`config.mk`:
```
export PLATFORM = sky130hd
export DESIGN_NAME = xattr_block_layout_checker_unit_flat
export DESIGN_NICKNAME = d
export VERILOG_FILES = /design/src/hdl/xabl_pkg.sv /design/src/hdl/xabl_if.sv /design/src/hdl/xabl_csr.sv /design/src/hdl/xabl_eval.sv /design/src/hdl/xattr_block_layout_checker_unit.sv /design/src/flat_wrapper.sv
export SDC_FILE = /design/constraint.sdc
export NUM_CORES = 1
export LEC_CHECK = 0
export ABC_AREA = 1
export BUFFER_PORTS_ARGS = -buffer_cell sky130_fd_sc_hd__buf_2
export CAP_MARGIN = 20
export CORE_MARGIN = 10
export CORE_UTILIZATION = 55
export CTS_BUF_LIST = sky130_fd_sc_hd__clkbuf_8
export DETAILED_ROUTE_END_ITERATION = 12
export GPL_TIMING_DRIVEN = 0
export PLACE_DENSITY = 0.82
export SLEW_MARGIN = 0
export SYNTH_ARGS = -nofsm -noshare
export SYNTH_HDL_FRONTEND = slang
export SYNTH_HIERARCHICAL = 1
export SYNTH_SLANG_ARGS = --single-unit
```
`constraint.sdc`:
```
create_clock -name clock -period 4.9 [get_ports clock]
set_input_delay 0.98 -clock clock [delete_from_list [all_inputs] [get_ports clock]]
set_output_delay 0.98 -clock clock [all_outputs]
set_load 0.005 [all_outputs]
```
`src/hdl/xabl_pkg.sv`:
```
// ----------------------------------------------------------------------------
// xabl_pkg
// shared types and constants of the extended-attribute block layout checker
// ----------------------------------------------------------------------------
`default_nettype none

package xabl_pkg;

   // layout constants of the attribute block
   localparam int unsigned HEADER_BYTES    = 32;
   localparam int unsigned ENTRY_BYTES     = 16;
   localparam int unsigned MAX_BLOCK_BYTES = 65536;
   localparam int unsigned XA_ROUND        = 3;
   localparam int unsigned XA_SENTINEL     = 4;

   localparam logic [31:0] XA_MAGIC        = 32'hEA02_0000;

   // widths
   localparam int unsigned BS_W       = 17;  // block size and in-block positions
   localparam int unsigned POS_W      = 18;  // positions with headroom for adds
   localparam int unsigned WORD_W     = 32;
   localparam int unsigned OFF_W      = 16;
   localparam int unsigned NAME_W     = 8;
   localparam int unsigned CSR_IDX_W  = 8;
   localparam int unsigned CSR_DATA_W = 32;

   // register reset values
   localparam logic [BS_W-1:0]   BLOCK_SIZE_RESET     = BS_W'(4096);
   localparam logic [WORD_W-1:0] REFCOUNT_LIMIT_RESET = WORD_W'(1024);

   // register indexes
   localparam logic [CSR_IDX_W-1:0] CSR_BLOCK_SIZE     = CSR_IDX_W'(0);
   localparam logic [CSR_IDX_W-1:0] CSR_REFCOUNT_LIMIT = CSR_IDX_W'(1);

   // item kinds
   localparam logic ITEM_HEADER = 1'b0;
   localparam logic ITEM_ENTRY  = 1'b1;

   typedef enum logic [1:0] {
      STATUS_CONTINUE = 2'd0,
      STATUS_VALID    = 2'd1,
      STATUS_CORRUPT  = 2'd2,
      STATUS_NOBLOCK  = 2'd3
   } status_type;

   typedef enum logic [1:0] {
      PHASE_IDLE = 2'd0,
      PHASE_WALK = 2'd1
   } phase_type;

   typedef struct packed {
      logic              req_type;
      logic [WORD_W-1:0] header_magic;
      logic [WORD_W-1:0] header_blocks;
      logic [WORD_W-1:0] header_refs;
      logic              end_marker;
      logic [NAME_W-1:0] name_bytes;
      logic [WORD_W-1:0] value_block;
      logic [WORD_W-1:0] val_bytes;
      logic [OFF_W-1:0]  val_pos;
   } req_payload_type;

   typedef struct packed {
      phase_type       phase;
      logic [BS_W-1:0] cursor;
      logic [BS_W-1:0] floor;
   } walk_state_type;

   typedef struct packed {
      status_type     status;
      walk_state_type next;
   } eval_result_type;

endpackage

`default_nettype wire

```
`src/hdl/xabl_if.sv`:
```
// ----------------------------------------------------------------------------
// xabl channel interfaces
// valid/ready channels for items, results and register writes
// ----------------------------------------------------------------------------
`default_nettype none

interface xabl_req_if;
   logic                                valid;
   logic                                ready;
   logic                                req_type;
   logic [xabl_pkg::WORD_W-1:0]         header_magic;
   logic [xabl_pkg::WORD_W-1:0]         header_blocks;
   logic [xabl_pkg::WORD_W-1:0]         header_refs;
   logic                                end_marker;
   logic [xabl_pkg::NAME_W-1:0]         name_bytes;
   logic [xabl_pkg::WORD_W-1:0]         value_block;
   logic [xabl_pkg::WORD_W-1:0]         val_bytes;
   logic [xabl_pkg::OFF_W-1:0]          val_pos;

   modport source (
      output valid, req_type, header_magic, header_blocks, header_refs,
             end_marker, name_bytes, value_block, val_bytes, val_pos,
      input  ready
   );
   modport sink (
      input  valid, req_type, header_magic, header_blocks, header_refs,
             end_marker, name_bytes, value_block, val_bytes, val_pos,
      output ready
   );
endinterface

interface xabl_rsp_if;
   logic       valid;
   logic       ready;
   logic [1:0] status;

   modport source (output valid, status, input ready);
   modport sink   (input valid, status, output ready);
endinterface

interface xabl_csr_if;
   logic                              valid;
   logic                              ready;
   logic [xabl_pkg::CSR_IDX_W-1:0]    index;
   logic [xabl_pkg::CSR_DATA_W-1:0]   data;

   modport source (output valid, index, data, input ready);
   modport sink   (input valid, index, data, output ready);
endinterface

`default_nettype wire

```
`src/hdl/xabl_csr.sv`:
```
// ----------------------------------------------------------------------------
// xabl_csr
// configuration registers with block size saturation
// ----------------------------------------------------------------------------
`default_nettype none

module xabl_csr (
   input  wire logic                             clock,
   input  wire logic                             reset,
   xabl_csr_if.sink                              csr_ch,
   output logic [xabl_pkg::BS_W-1:0]             block_size_eff,
   output logic [xabl_pkg::WORD_W-1:0]           refcount_limit
);

   logic [xabl_pkg::BS_W-1:0]   block_size_ff;
   logic [xabl_pkg::WORD_W-1:0] refcount_limit_ff;

   assign csr_ch.ready = 1'b1;

   always_ff @(posedge clock) begin
      if (reset) begin
         block_size_ff     <= xabl_pkg::BLOCK_SIZE_RESET;
         refcount_limit_ff <= xabl_pkg::REFCOUNT_LIMIT_RESET;
      end else if (csr_ch.valid) begin
         if (csr_ch.index == xabl_pkg::CSR_BLOCK_SIZE) begin
            block_size_ff <= csr_ch.data[xabl_pkg::BS_W-1:0];
         end
         if (csr_ch.index == xabl_pkg::CSR_REFCOUNT_LIMIT) begin
            refcount_limit_ff <= csr_ch.data[xabl_pkg::WORD_W-1:0];
         end
      end
   end

   // oversized block sizes clamp to the largest block
   always_comb begin
      if (block_size_ff > xabl_pkg::BS_W'(xabl_pkg::MAX_BLOCK_BYTES)) begin
         block_size_eff = xabl_pkg::BS_W'(xabl_pkg::MAX_BLOCK_BYTES);
      end else begin
         block_size_eff = block_size_ff;
      end
   end

   assign refcount_limit = refcount_limit_ff;

endmodule

`default_nettype wire

```
`src/hdl/xabl_eval.sv`:
```
// ----------------------------------------------------------------------------
// xabl_eval
// header and entry checks for one item, next walk state and status
// ----------------------------------------------------------------------------
`default_nettype none

module xabl_eval (
   input  wire xabl_pkg::req_payload_type      item,
   input  wire xabl_pkg::walk_state_type       state,
   input  wire logic [xabl_pkg::BS_W-1:0]      block_size_eff,
   input  wire logic [xabl_pkg::WORD_W-1:0]    refcount_limit,
   output xabl_pkg::eval_result_type           result
);

   localparam int unsigned PW = xabl_pkg::POS_W;
   localparam int unsigned VW = xabl_pkg::WORD_W + 1;

   logic [PW-1:0]             bs;
   logic [PW-1:0]             cur;
   logic [PW-1:0]             flr;
   logic [PW-1:0]             cur_s;
   logic [PW-1:0]             cur_e;
   logic [PW-1:0]             name_pad;
   logic [PW-1:0]             nxt;
   logic [PW-1:0]             nxt_s;
   logic [PW-1:0]             voff;
   logic [PW-1:0]             new_floor;
   logic [VW-1:0]             val_pad;
   logic [xabl_pkg::BS_W-1:0] room;
   logic                      hdr_bad;

   always_comb begin
      bs       = PW'(block_size_eff);
      cur      = PW'(state.cursor);
      flr      = PW'(state.floor);
      cur_s    = cur + PW'(xabl_pkg::XA_SENTINEL);
      cur_e    = cur + PW'(xabl_pkg::ENTRY_BYTES);
      name_pad = (PW'(item.name_bytes) + PW'(xabl_pkg::ENTRY_BYTES)
                  + PW'(xabl_pkg::XA_ROUND)) & ~PW'(xabl_pkg::XA_ROUND);
      nxt      = cur + name_pad;
      nxt_s    = nxt + PW'(xabl_pkg::XA_SENTINEL);
      voff     = PW'(item.val_pos);
      // only meaningful once the offset is known to be inside the block
      room     = block_size_eff - xabl_pkg::BS_W'(item.val_pos);
      val_pad  = (VW'(item.val_bytes) + VW'(xabl_pkg::XA_ROUND))
                 & ~VW'(xabl_pkg::XA_ROUND);
      new_floor = (voff < flr) ? voff : flr;

      hdr_bad = (bs < PW'(xabl_pkg::HEADER_BYTES + xabl_pkg::XA_SENTINEL))
             || (item.header_magic != xabl_pkg::XA_MAGIC)
             || (item.header_blocks != xabl_pkg::WORD_W'(1))
             || (item.header_refs == '0)
             || (item.header_refs > refcount_limit);

      result.status = xabl_pkg::STATUS_CONTINUE;
      result.next   = state;

      if (item.req_type == xabl_pkg::ITEM_HEADER) begin
         result.next.phase = xabl_pkg::PHASE_IDLE;
         if (hdr_bad) begin
            result.status = xabl_pkg::STATUS_CORRUPT;
         end else begin
            result.next.phase  = xabl_pkg::PHASE_WALK;
            result.next.cursor = xabl_pkg::BS_W'(xabl_pkg::HEADER_BYTES);
            result.next.floor  = block_size_eff;
         end
      end else if (state.phase != xabl_pkg::PHASE_WALK) begin
         result.status = xabl_pkg::STATUS_NOBLOCK;
      end else begin
         result.next.phase = xabl_pkg::PHASE_IDLE;
         if (cur_s > bs) begin
            result.status = xabl_pkg::STATUS_CORRUPT;
         end else if (item.end_marker) begin
            // terminator: sentinel must fit before the value area
            result.status = (cur_s > flr) ? xabl_pkg::STATUS_CORRUPT
                                          : xabl_pkg::STATUS_VALID;
         end else if ((cur_e > bs) || (nxt > bs) || (nxt_s > flr)
                      || (item.value_block != '0)) begin
            result.status = xabl_pkg::STATUS_CORRUPT;
         end else if (item.val_bytes != '0) begin
            if ((item.val_pos[1:0] != 2'b00) || (voff > bs)
                || (val_pad > VW'(room)) || (nxt_s > new_floor)) begin
               result.status = xabl_pkg::STATUS_CORRUPT;
            end else begin
               result.next.phase  = xabl_pkg::PHASE_WALK;
               result.next.cursor = nxt[xabl_pkg::BS_W-1:0];
               result.next.floor  = new_floor[xabl_pkg::BS_W-1:0];
            end
         end else if (item.val_pos != '0) begin
            // empty value must sit at offset zero
            result.status = xabl_pkg::STATUS_CORRUPT;
         end else begin
            result.next.phase  = xabl_pkg::PHASE_WALK;
            result.next.cursor = nxt[xabl_pkg::BS_W-1:0];
         end
      end
   end

endmodule

`default_nettype wire

```
`src/hdl/xattr_block_layout_checker_unit.sv`:
```
// ----------------------------------------------------------------------------
// xattr_block_layout_checker_unit
// layout checker for one extended-attribute block, header then entries
// ----------------------------------------------------------------------------
// a request waits in the input register, its status in the result register
// throughput: one item per cycle while responses are taken, set by the single
//   check stage between the two registers, which also updates the walk state
// reset: synchronous, clears both valid flags, puts the walk in idle with
//   cursor and floor at zero, block size to 4096 and refcount limit to 1024
`default_nettype none

module xattr_block_layout_checker_unit (
   input  wire logic   clock,
   input  wire logic   reset,
   xabl_req_if.sink    req_ch,
   xabl_rsp_if.source  rsp_ch,
   xabl_csr_if.sink    csr_ch
);

   // input register
   logic                      in_valid_ff;
   logic                      in_valid_in;
   xabl_pkg::req_payload_type in_data_ff;
   xabl_pkg::req_payload_type in_data_in;

   // walk state, updated as each item leaves the check stage
   xabl_pkg::walk_state_type  state_ff;
   xabl_pkg::walk_state_type  state_in;

   // result register
   logic                      out_valid_ff;
   logic                      out_valid_in;
   xabl_pkg::status_type      out_status_ff;
   xabl_pkg::status_type      out_status_in;

   logic [xabl_pkg::BS_W-1:0]   block_size_eff;
   logic [xabl_pkg::WORD_W-1:0] refcount_limit;
   xabl_pkg::eval_result_type   eval_res;

   logic advance;   // check stage moves its item into the result register
   logic req_fire;

   xabl_csr u_csr (
      .clock          (clock),
      .reset          (reset),
      .csr_ch         (csr_ch),
      .block_size_eff (block_size_eff),
      .refcount_limit (refcount_limit)
   );

   xabl_eval u_eval (
      .item           (in_data_ff),
      .state          (state_ff),
      .block_size_eff (block_size_eff),
      .refcount_limit (refcount_limit),
      .result         (eval_res)
   );

   // result register frees up when empty or its transfer completes
   assign advance      = in_valid_ff && (!out_valid_ff || rsp_ch.ready);
   assign req_ch.ready = !in_valid_ff || advance;
   assign req_fire     = req_ch.valid && req_ch.ready;

   always_comb begin
      in_data_in.req_type      = req_ch.req_type;
      in_data_in.header_magic  = req_ch.header_magic;
      in_data_in.header_blocks = req_ch.header_blocks;
      in_data_in.header_refs   = req_ch.header_refs;
      in_data_in.end_marker    = req_ch.end_marker;
      in_data_in.name_bytes    = req_ch.name_bytes;
      in_data_in.value_block   = req_ch.value_block;
      in_data_in.val_bytes     = req_ch.val_bytes;
      in_data_in.val_pos       = req_ch.val_pos;

      in_valid_in = req_fire || (in_valid_ff && !advance);

      state_in      = advance ? eval_res.next : state_ff;
      out_status_in = advance ? eval_res.status : out_status_ff;
      out_valid_in  = advance || (out_valid_ff && !rsp_ch.ready);
   end

   // control state
   always_ff @(posedge clock) begin
      if (reset) begin
         in_valid_ff     <= 1'b0;
         out_valid_ff    <= 1'b0;
         state_ff.phase  <= xabl_pkg::PHASE_IDLE;
         state_ff.cursor <= '0;
         state_ff.floor  <= '0;
      end else begin
         in_valid_ff  <= in_valid_in;
         out_valid_ff <= out_valid_in;
         state_ff     <= state_in;
      end
   end

   // payload registers
   always_ff @(posedge clock) begin
      if (req_fire) begin
         in_data_ff <= in_data_in;
      end
      out_status_ff <= out_status_in;
   end

   assign rsp_ch.valid  = out_valid_ff;
   assign rsp_ch.status = out_status_ff;

endmodule

`default_nettype wire

```
`src/flat_wrapper.sv`:
```
// flat-port wrapper written by rule: the top's interface ports become plain ports
module xattr_block_layout_checker_unit_flat 
  (clock, reset, req_ch_valid, req_ch_req_type, req_ch_header_magic, req_ch_header_blocks, req_ch_header_refs, req_ch_end_marker, req_ch_name_bytes, req_ch_value_block, req_ch_val_bytes, req_ch_val_pos, req_ch_ready, rsp_ch_valid, rsp_ch_status, rsp_ch_ready, csr_ch_valid, csr_ch_index, csr_ch_data, csr_ch_ready);
  xabl_req_if req_ch_i ();
  xabl_rsp_if rsp_ch_i ();
  xabl_csr_if csr_ch_i ();
  input  wire logic clock;
  input  wire logic reset;
  input wire logic [$bits(req_ch_i.valid)-1:0] req_ch_valid;
  input wire logic [$bits(req_ch_i.req_type)-1:0] req_ch_req_type;
  input wire logic [$bits(req_ch_i.header_magic)-1:0] req_ch_header_magic;
  input wire logic [$bits(req_ch_i.header_blocks)-1:0] req_ch_header_blocks;
  input wire logic [$bits(req_ch_i.header_refs)-1:0] req_ch_header_refs;
  input wire logic [$bits(req_ch_i.end_marker)-1:0] req_ch_end_marker;
  input wire logic [$bits(req_ch_i.name_bytes)-1:0] req_ch_name_bytes;
  input wire logic [$bits(req_ch_i.value_block)-1:0] req_ch_value_block;
  input wire logic [$bits(req_ch_i.val_bytes)-1:0] req_ch_val_bytes;
  input wire logic [$bits(req_ch_i.val_pos)-1:0] req_ch_val_pos;
  output wire logic [$bits(req_ch_i.ready)-1:0] req_ch_ready;
  output wire logic [$bits(rsp_ch_i.valid)-1:0] rsp_ch_valid;
  output wire logic [$bits(rsp_ch_i.status)-1:0] rsp_ch_status;
  input wire logic [$bits(rsp_ch_i.ready)-1:0] rsp_ch_ready;
  input wire logic [$bits(csr_ch_i.valid)-1:0] csr_ch_valid;
  input wire logic [$bits(csr_ch_i.index)-1:0] csr_ch_index;
  input wire logic [$bits(csr_ch_i.data)-1:0] csr_ch_data;
  output wire logic [$bits(csr_ch_i.ready)-1:0] csr_ch_ready;
  assign req_ch_i.valid = req_ch_valid;
  assign req_ch_i.req_type = req_ch_req_type;
  assign req_ch_i.header_magic = req_ch_header_magic;
  assign req_ch_i.header_blocks = req_ch_header_blocks;
  assign req_ch_i.header_refs = req_ch_header_refs;
  assign req_ch_i.end_marker = req_ch_end_marker;
  assign req_ch_i.name_bytes = req_ch_name_bytes;
  assign req_ch_i.value_block = req_ch_value_block;
  assign req_ch_i.val_bytes = req_ch_val_bytes;
  assign req_ch_i.val_pos = req_ch_val_pos;
  assign req_ch_ready = req_ch_i.ready;
  assign rsp_ch_valid = rsp_ch_i.valid;
  assign rsp_ch_status = rsp_ch_i.status;
  assign rsp_ch_i.ready = rsp_ch_ready;
  assign csr_ch_i.valid = csr_ch_valid;
  assign csr_ch_i.index = csr_ch_index;
  assign csr_ch_i.data = csr_ch_data;
  assign csr_ch_ready = csr_ch_i.ready;
  xattr_block_layout_checker_unit u_core (.clock(clock), .reset(reset), .req_ch(req_ch_i), .rsp_ch(rsp_ch_i), .csr_ch(csr_ch_i));
endmodule
```
==> impl_metrics.xml <==
<?xml version="1.0" encoding="UTF-8"?>
<metrics>
  <group name="yosys">
    <metric name="post_synth_instance_area" unit="µm²">19400</metric>
    <metric name="netlist_top_cells_count" unit="">sky130_fd_sc_hd__nand2_1 (581), sky130_fd_sc_hd__inv_1 (369), sky130_fd_sc_hd__nor2_1 (273)</metric>
    <metric name="synth.top_cells.by_area" unit="">sky130_fd_sc_hd__edfxtp_1 (29%), sky130_fd_sc_hd__ha_1 (12%), sky130_fd_sc_hd__nand2_1 (11%)</metric>
    <metric name="syn-instance-count" unit="">2544</metric>
    <metric name="synth_nets" unit="">2962</metric>
    <metric name="flip_flop_cell_with_the_highest_count_after_synthesis" unit="">sky130_fd_sc_hd__edfxtp_1</metric>
    <metric name="synth.yosys.seq_area_share" unit="%">38.0</metric>
    <metric name="synth-warning-count" unit="">6</metric>
    <metric name="synth_top_area_share" unit="%">29.0</metric>
    <metric name="synth_enable_flop_cells" unit="">188</metric>
    <metric name="syn_avg_cell_area" unit="µm²">7.64</metric>
    <metric name="synth-seq-cells" unit="">275</metric>
    <metric name="synth_top_area_cell" unit="">sky130_fd_sc_hd__edfxtp_1</metric>
    <metric name="ys_types" unit="">53</metric>
    <metric name="share_of_async_settable_or_async_resettable_flops_after_synthesis" unit="%">0</metric>
    <metric name="post-synth-top-count-cell" unit="">sky130_fd_sc_hd__nand2_1</metric>
  </group>
  <group name="placed_design">
    <metric name="gpl.final_weighted_congestion" unit="">0.965</metric>
    <metric name="placement.io_buffers" unit="">234</metric>
    <metric name="placedCellCount" unit="">3237</metric>
    <metric name="dp.final_hpwl" unit="mm">48.7</metric>
    <metric name="place_area" unit="µm²">21300</metric>
    <metric name="place_ws" unit="ns">-1.01</metric>
  </group>
  <group name="sta">
    <metric name="slew_headroom" unit="%">43.4</metric>
    <metric name="min_period_over_period" unit="%">110</metric>
    <metric name="min_period" unit="ns">5.38</metric>
    <metric name="tightest_slew" unit="ns">0.849</metric>
    <metric name="fin_worst_hold_slack" unit="ns">0.473</metric>
    <metric name="rsz0062_at_grt" unit="">true</metric>
    <metric name="clock-skew-final" unit="ns">0.0566</metric>
    <metric name="timing.setup.tns" unit="ns">-13.95</metric>
    <metric name="fmaxAchievable" unit="MHz">186</metric>
    <metric name="finalSetupViolCount" unit="">34</metric>
    <metric name="worst_slack" unit="ns">-0.475</metric>
    <metric name="slew_violations" unit="">0</metric>
    <metric name="hold_viol_final" unit="">0</metric>
  </group>
  <group name="setup_path">
    <metric name="critPathSlowestCell" unit="">sky130_fd_sc_hd__edfxtp_1</metric>
    <metric name="launch_point_of_the_critical_path" unit="">u_core/in_data_ff[80]$_DFFE_PP_</metric>
    <metric name="critPathRequiredTime" unit="ns">5.41</metric>
    <metric name="critPathMaxFanout" unit="">6</metric>
    <metric name="worst_path_most_repeated_cell" unit="">sky130_fd_sc_hd__nand2_2</metric>
    <metric name="signal_arrival_time_at_the_worst_endpoint" unit="ns">5.89</metric>
    <metric name="critical_path.endpoint_type" unit="">register</metric>
    <metric name="regToRegStartpoint" unit="">u_core/in_data_ff[80]$_DFFE_PP_</metric>
    <metric name="r2r_end" unit="">u_core/state_ff[30]$_SDFFE_PP0P_</metric>
    <metric name="ff2ff_setup_slack" unit="ns">-0.48</metric>
    <metric name="rr_worst_depth" unit="">41</metric>
    <metric name="critical_path_end" unit="">u_core/state_ff[30]$_SDFFE_PP0P_</metric>
    <metric name="cp_slowest_stage_delay" unit="ns">0.35</metric>
    <metric name="timing.setup.critical_path_class" unit="">register to register</metric>
    <metric name="cp-start-kind" unit="">register</metric>
  </group>
  <group name="die">
    <metric name="core_footprint" unit="µm²">34700</metric>
    <metric name="die_h" unit="µm">208</metric>
    <metric name="pin_count" unit="">236</metric>
    <metric name="num_rows" unit="">68</metric>
    <metric name="start_util" unit="%">56.0</metric>
    <metric name="floorplan.die_area" unit="µm²">43300</metric>
    <metric name="die_w" unit="µm">208</metric>
  </group>
  <group name="clock_network">
    <metric name="tritoncts_clock_tree" unit="">built</metric>
    <metric name="clock_sink_count" unit="">275</metric>
    <metric name="clk_transition_reported_paths" unit="ns">0.06</metric>
    <metric name="numCtsBuffers" unit="">47</metric>
    <metric name="clock_insertion_delay_worst_skew" unit="ns">0.64</metric>
    <metric name="clock_tree.buffer_depth" unit="">3</metric>
    <metric name="cts_hold_buf" unit="">0</metric>
    <metric name="cts_root_buf" unit="">sky130_fd_sc_hd__clkbuf_8</metric>
    <metric name="h_tree_levels" unit="">2</metric>
  </group>
  <group name="grt">
    <metric name="grt_max_degree" unit="">49</metric>
    <metric name="first_global_vias" unit="">18655</metric>
    <metric name="initial_antenna_violation_count" unit="">4</metric>
    <metric name="grt_util_all_layers" unit="%">28.0</metric>
    <metric name="global_route_wire_length_before_repair" unit="mm">98.5</metric>
    <metric name="grt_ovf" unit="">0</metric>
  </group>
  <group name="drt">
    <metric name="first_pass_iters" unit="">7</metric>
    <metric name="ant_nets" unit="">0</metric>
    <metric name="wirelength" unit="mm">63.6</metric>
    <metric name="dr_total_vias" unit="">19028</metric>
    <metric name="ratio_of_routed_vias_to_standard_cells" unit="">5.63</metric>
    <metric name="detail_route.wl_per_cell" unit="µm">18.8</metric>
    <metric name="detailedRoute.firstIterationViolations" unit="">1785</metric>
    <metric name="route.detailed.drc" unit="">0</metric>
  </group>
  <group name="job">
    <metric name="drv.max_cap_violation_count" unit="">0</metric>
  </group>
  <group name="cells_and_area">
    <metric name="nets" unit="">3307</metric>
    <metric name="fin_area" unit="µm²">23800</metric>
    <metric name="final_core_density" unit="%">68.6</metric>
    <metric name="nFillCells" unit="">2812</metric>
    <metric name="share_of_final_layout_standard_cells_stronger_than_drive_strength_1" unit="%">23.8</metric>
    <metric name="total_area_of_sequential_cells" unit="µm²">7390</metric>
    <metric name="layout_stage_area_growth_over_the_synthesis_result" unit="%">22.5</metric>
    <metric name="layout.cells.non_filler" unit="">3381</metric>
    <metric name="area_of_combinational_cells_with_multiple_inputs" unit="µm²">11200</metric>
  </group>
  <group name="run_status">
    <metric name="violations" unit="">negative setup slack</metric>
    <metric name="result_of_the_run" unit="">finished with violations</metric>
  </group>
  <group name="power">
    <metric name="vdd_drop_max" unit="mV">0.262</metric>
    <metric name="report.power.total" unit="mW">6.31</metric>
    <metric name="p_leak" unit="nW">11.0</metric>
    <metric name="power_density" unit="nW/µm²">265</metric>
  </group>
  <group name="min_path">
    <metric name="min_path_type" unit="">register to register</metric>
  </group>
</metrics>
area by class of cell:
cell class / instances / share of cell area, %
clock buffers: 51 / 2.95
multi-input cells: 1815 / 47.1
plain buffers: 69 / 1.91
diodes: 1 / 0.0105
flip-flops and latches: 275 / 31.0
clock inverters: 34 / 0.940
inverters: 384 / 6.09
well taps: 455 / 2.39
repair buffers: 297 / 7.56
flip-flops by register name, summed over array words and instances (netlist names):
| signal | count |
|---|---|
| u_core/in_data_ff | 186 |
| u_core/state_ff | 36 |
| u_core/u_csr/refcount_limit | 32 |
| u_core/u_csr/block_size_ff | 17 |
| u_core/rsp_ch.status | 2 |
| u_core/in_valid_ff | 1 |
| u_core/rsp_ch.valid | 1 |
how the worst min path moves through the flow:
stage                                                  from                                           end  cells after the start
5_1_grt                                req_ch_name_bytes[7]               u_core/in_data_ff[87]$_DFFE_PP_                      1
3_3_place_gp   u_core/u_csr/refcount_limit[10]$_SDFFE_PP1P_  u_core/u_csr/refcount_limit[10]$_SDFFE_PP1P_                      2
4_1_cts                                req_ch_name_bytes[7]               u_core/in_data_ff[87]$_DFFE_PP_                      1
6_report                    u_core/state_ff[9]$_SDFFE_PP0P_               u_core/state_ff[9]$_SDFFE_PP0P_                      2
2_1_floorplan  u_core/u_csr/refcount_limit[10]$_SDFFE_PP1P_  u_core/u_csr/refcount_limit[10]$_SDFFE_PP1P_                      2
3_5_place_dp   u_core/u_csr/refcount_limit[10]$_SDFFE_PP1P_  u_core/u_csr/refcount_limit[10]$_SDFFE_PP1P_                      2
placed cells by master (no fill, tap or decap), types with 17 or more instances in the layout:
| cell | netlist | layout |
|---|---|---|
| sky130_fd_sc_hd__nand2_1 | 581 | 534 |
| sky130_fd_sc_hd__inv_1 | 369 | 349 |
| sky130_fd_sc_hd__buf_2 | 26 | 259 |
| sky130_fd_sc_hd__nor2_1 | 273 | 256 |
| sky130_fd_sc_hd__edfxtp_1 | 188 | 188 |
| sky130_fd_sc_hd__a21oi_1 | 195 | 181 |
| sky130_fd_sc_hd__ha_1 | 185 | 168 |
| sky130_fd_sc_hd__nand3_1 | 205 | 167 |
| sky130_fd_sc_hd__dfxtp_1 | 87 | 83 |
| sky130_fd_sc_hd__nand4_1 | 55 | 55 |
| sky130_fd_sc_hd__buf_4 | 14 | 54 |
| sky130_fd_sc_hd__clkbuf_8 | 0 | 52 |
| sky130_fd_sc_hd__o21ai_0 | 60 | 52 |
| sky130_fd_sc_hd__nand2_2 | 13 | 50 |
| sky130_fd_sc_hd__nand3_2 | 15 | 47 |
| sky130_fd_sc_hd__nor4_1 | 48 | 47 |
| sky130_fd_sc_hd__inv_2 | 10 | 43 |
| sky130_fd_sc_hd__xor2_1 | 47 | 41 |
| sky130_fd_sc_hd__buf_6 | 10 | 25 |
| sky130_fd_sc_hd__nor2_2 | 14 | 25 |
| sky130_fd_sc_hd__nor3_1 | 24 | 21 |
| sky130_fd_sc_hd__nor2_4 | 11 | 17 |
report_power, final:
group,switching (mW),internal (mW)
sequential,0.0937,2.61
combinational,0.938,0.581
clock,1.01,1.08
total,2.04,4.27
per-layer routing:
metal	vias up	track usage [%]	routed length (µm)
met5	-	0	61
met4	8	9.56	1940
met3	159	6.68	6510
met2	949	44.6	28700
met1	8763	36.5	26400
li1	9149	-	-
cells by family (layout without fill, tap and decap cells):
group / after synthesis / count (layout) / synth area share (%)
adder cells (fa/ha/maj): 187 / 187 / 12.1
buffers and inverters: 454 / 835 / 9.61
AO/OA/AOI/OAI: 308 / 308 / 8.58
XOR/XNOR: 61 / 61 / 2.83
AND/OR/NAND/NOR: 1257 / 1257 / 28.8
flip-flops: 275 / 275 / 38.0
other: 2 / 3 / 0.0386
critical path: cells and delay by family, from the launching register on:
family	cells	cell delay, ns
XOR/XNOR	2	0.39
buffers and inverters	8	0.69
flip-flops	1	0.35
AND/OR/NAND/NOR	29	3.23
adder cells (fa/ha/maj)	2	0.59
repair_timing:
| item | 4_1_cts | 5_1_grt |
|---|---|---|
| resized for setup | 151 | 128 |
| setup buffers | 36 | 19 |
| endpoints found under the setup margin | 34 | 34 |
| gates cloned | 4 | 0 |
| pin swaps | 72 | 88 |
(Power assumes the default switching activity.)
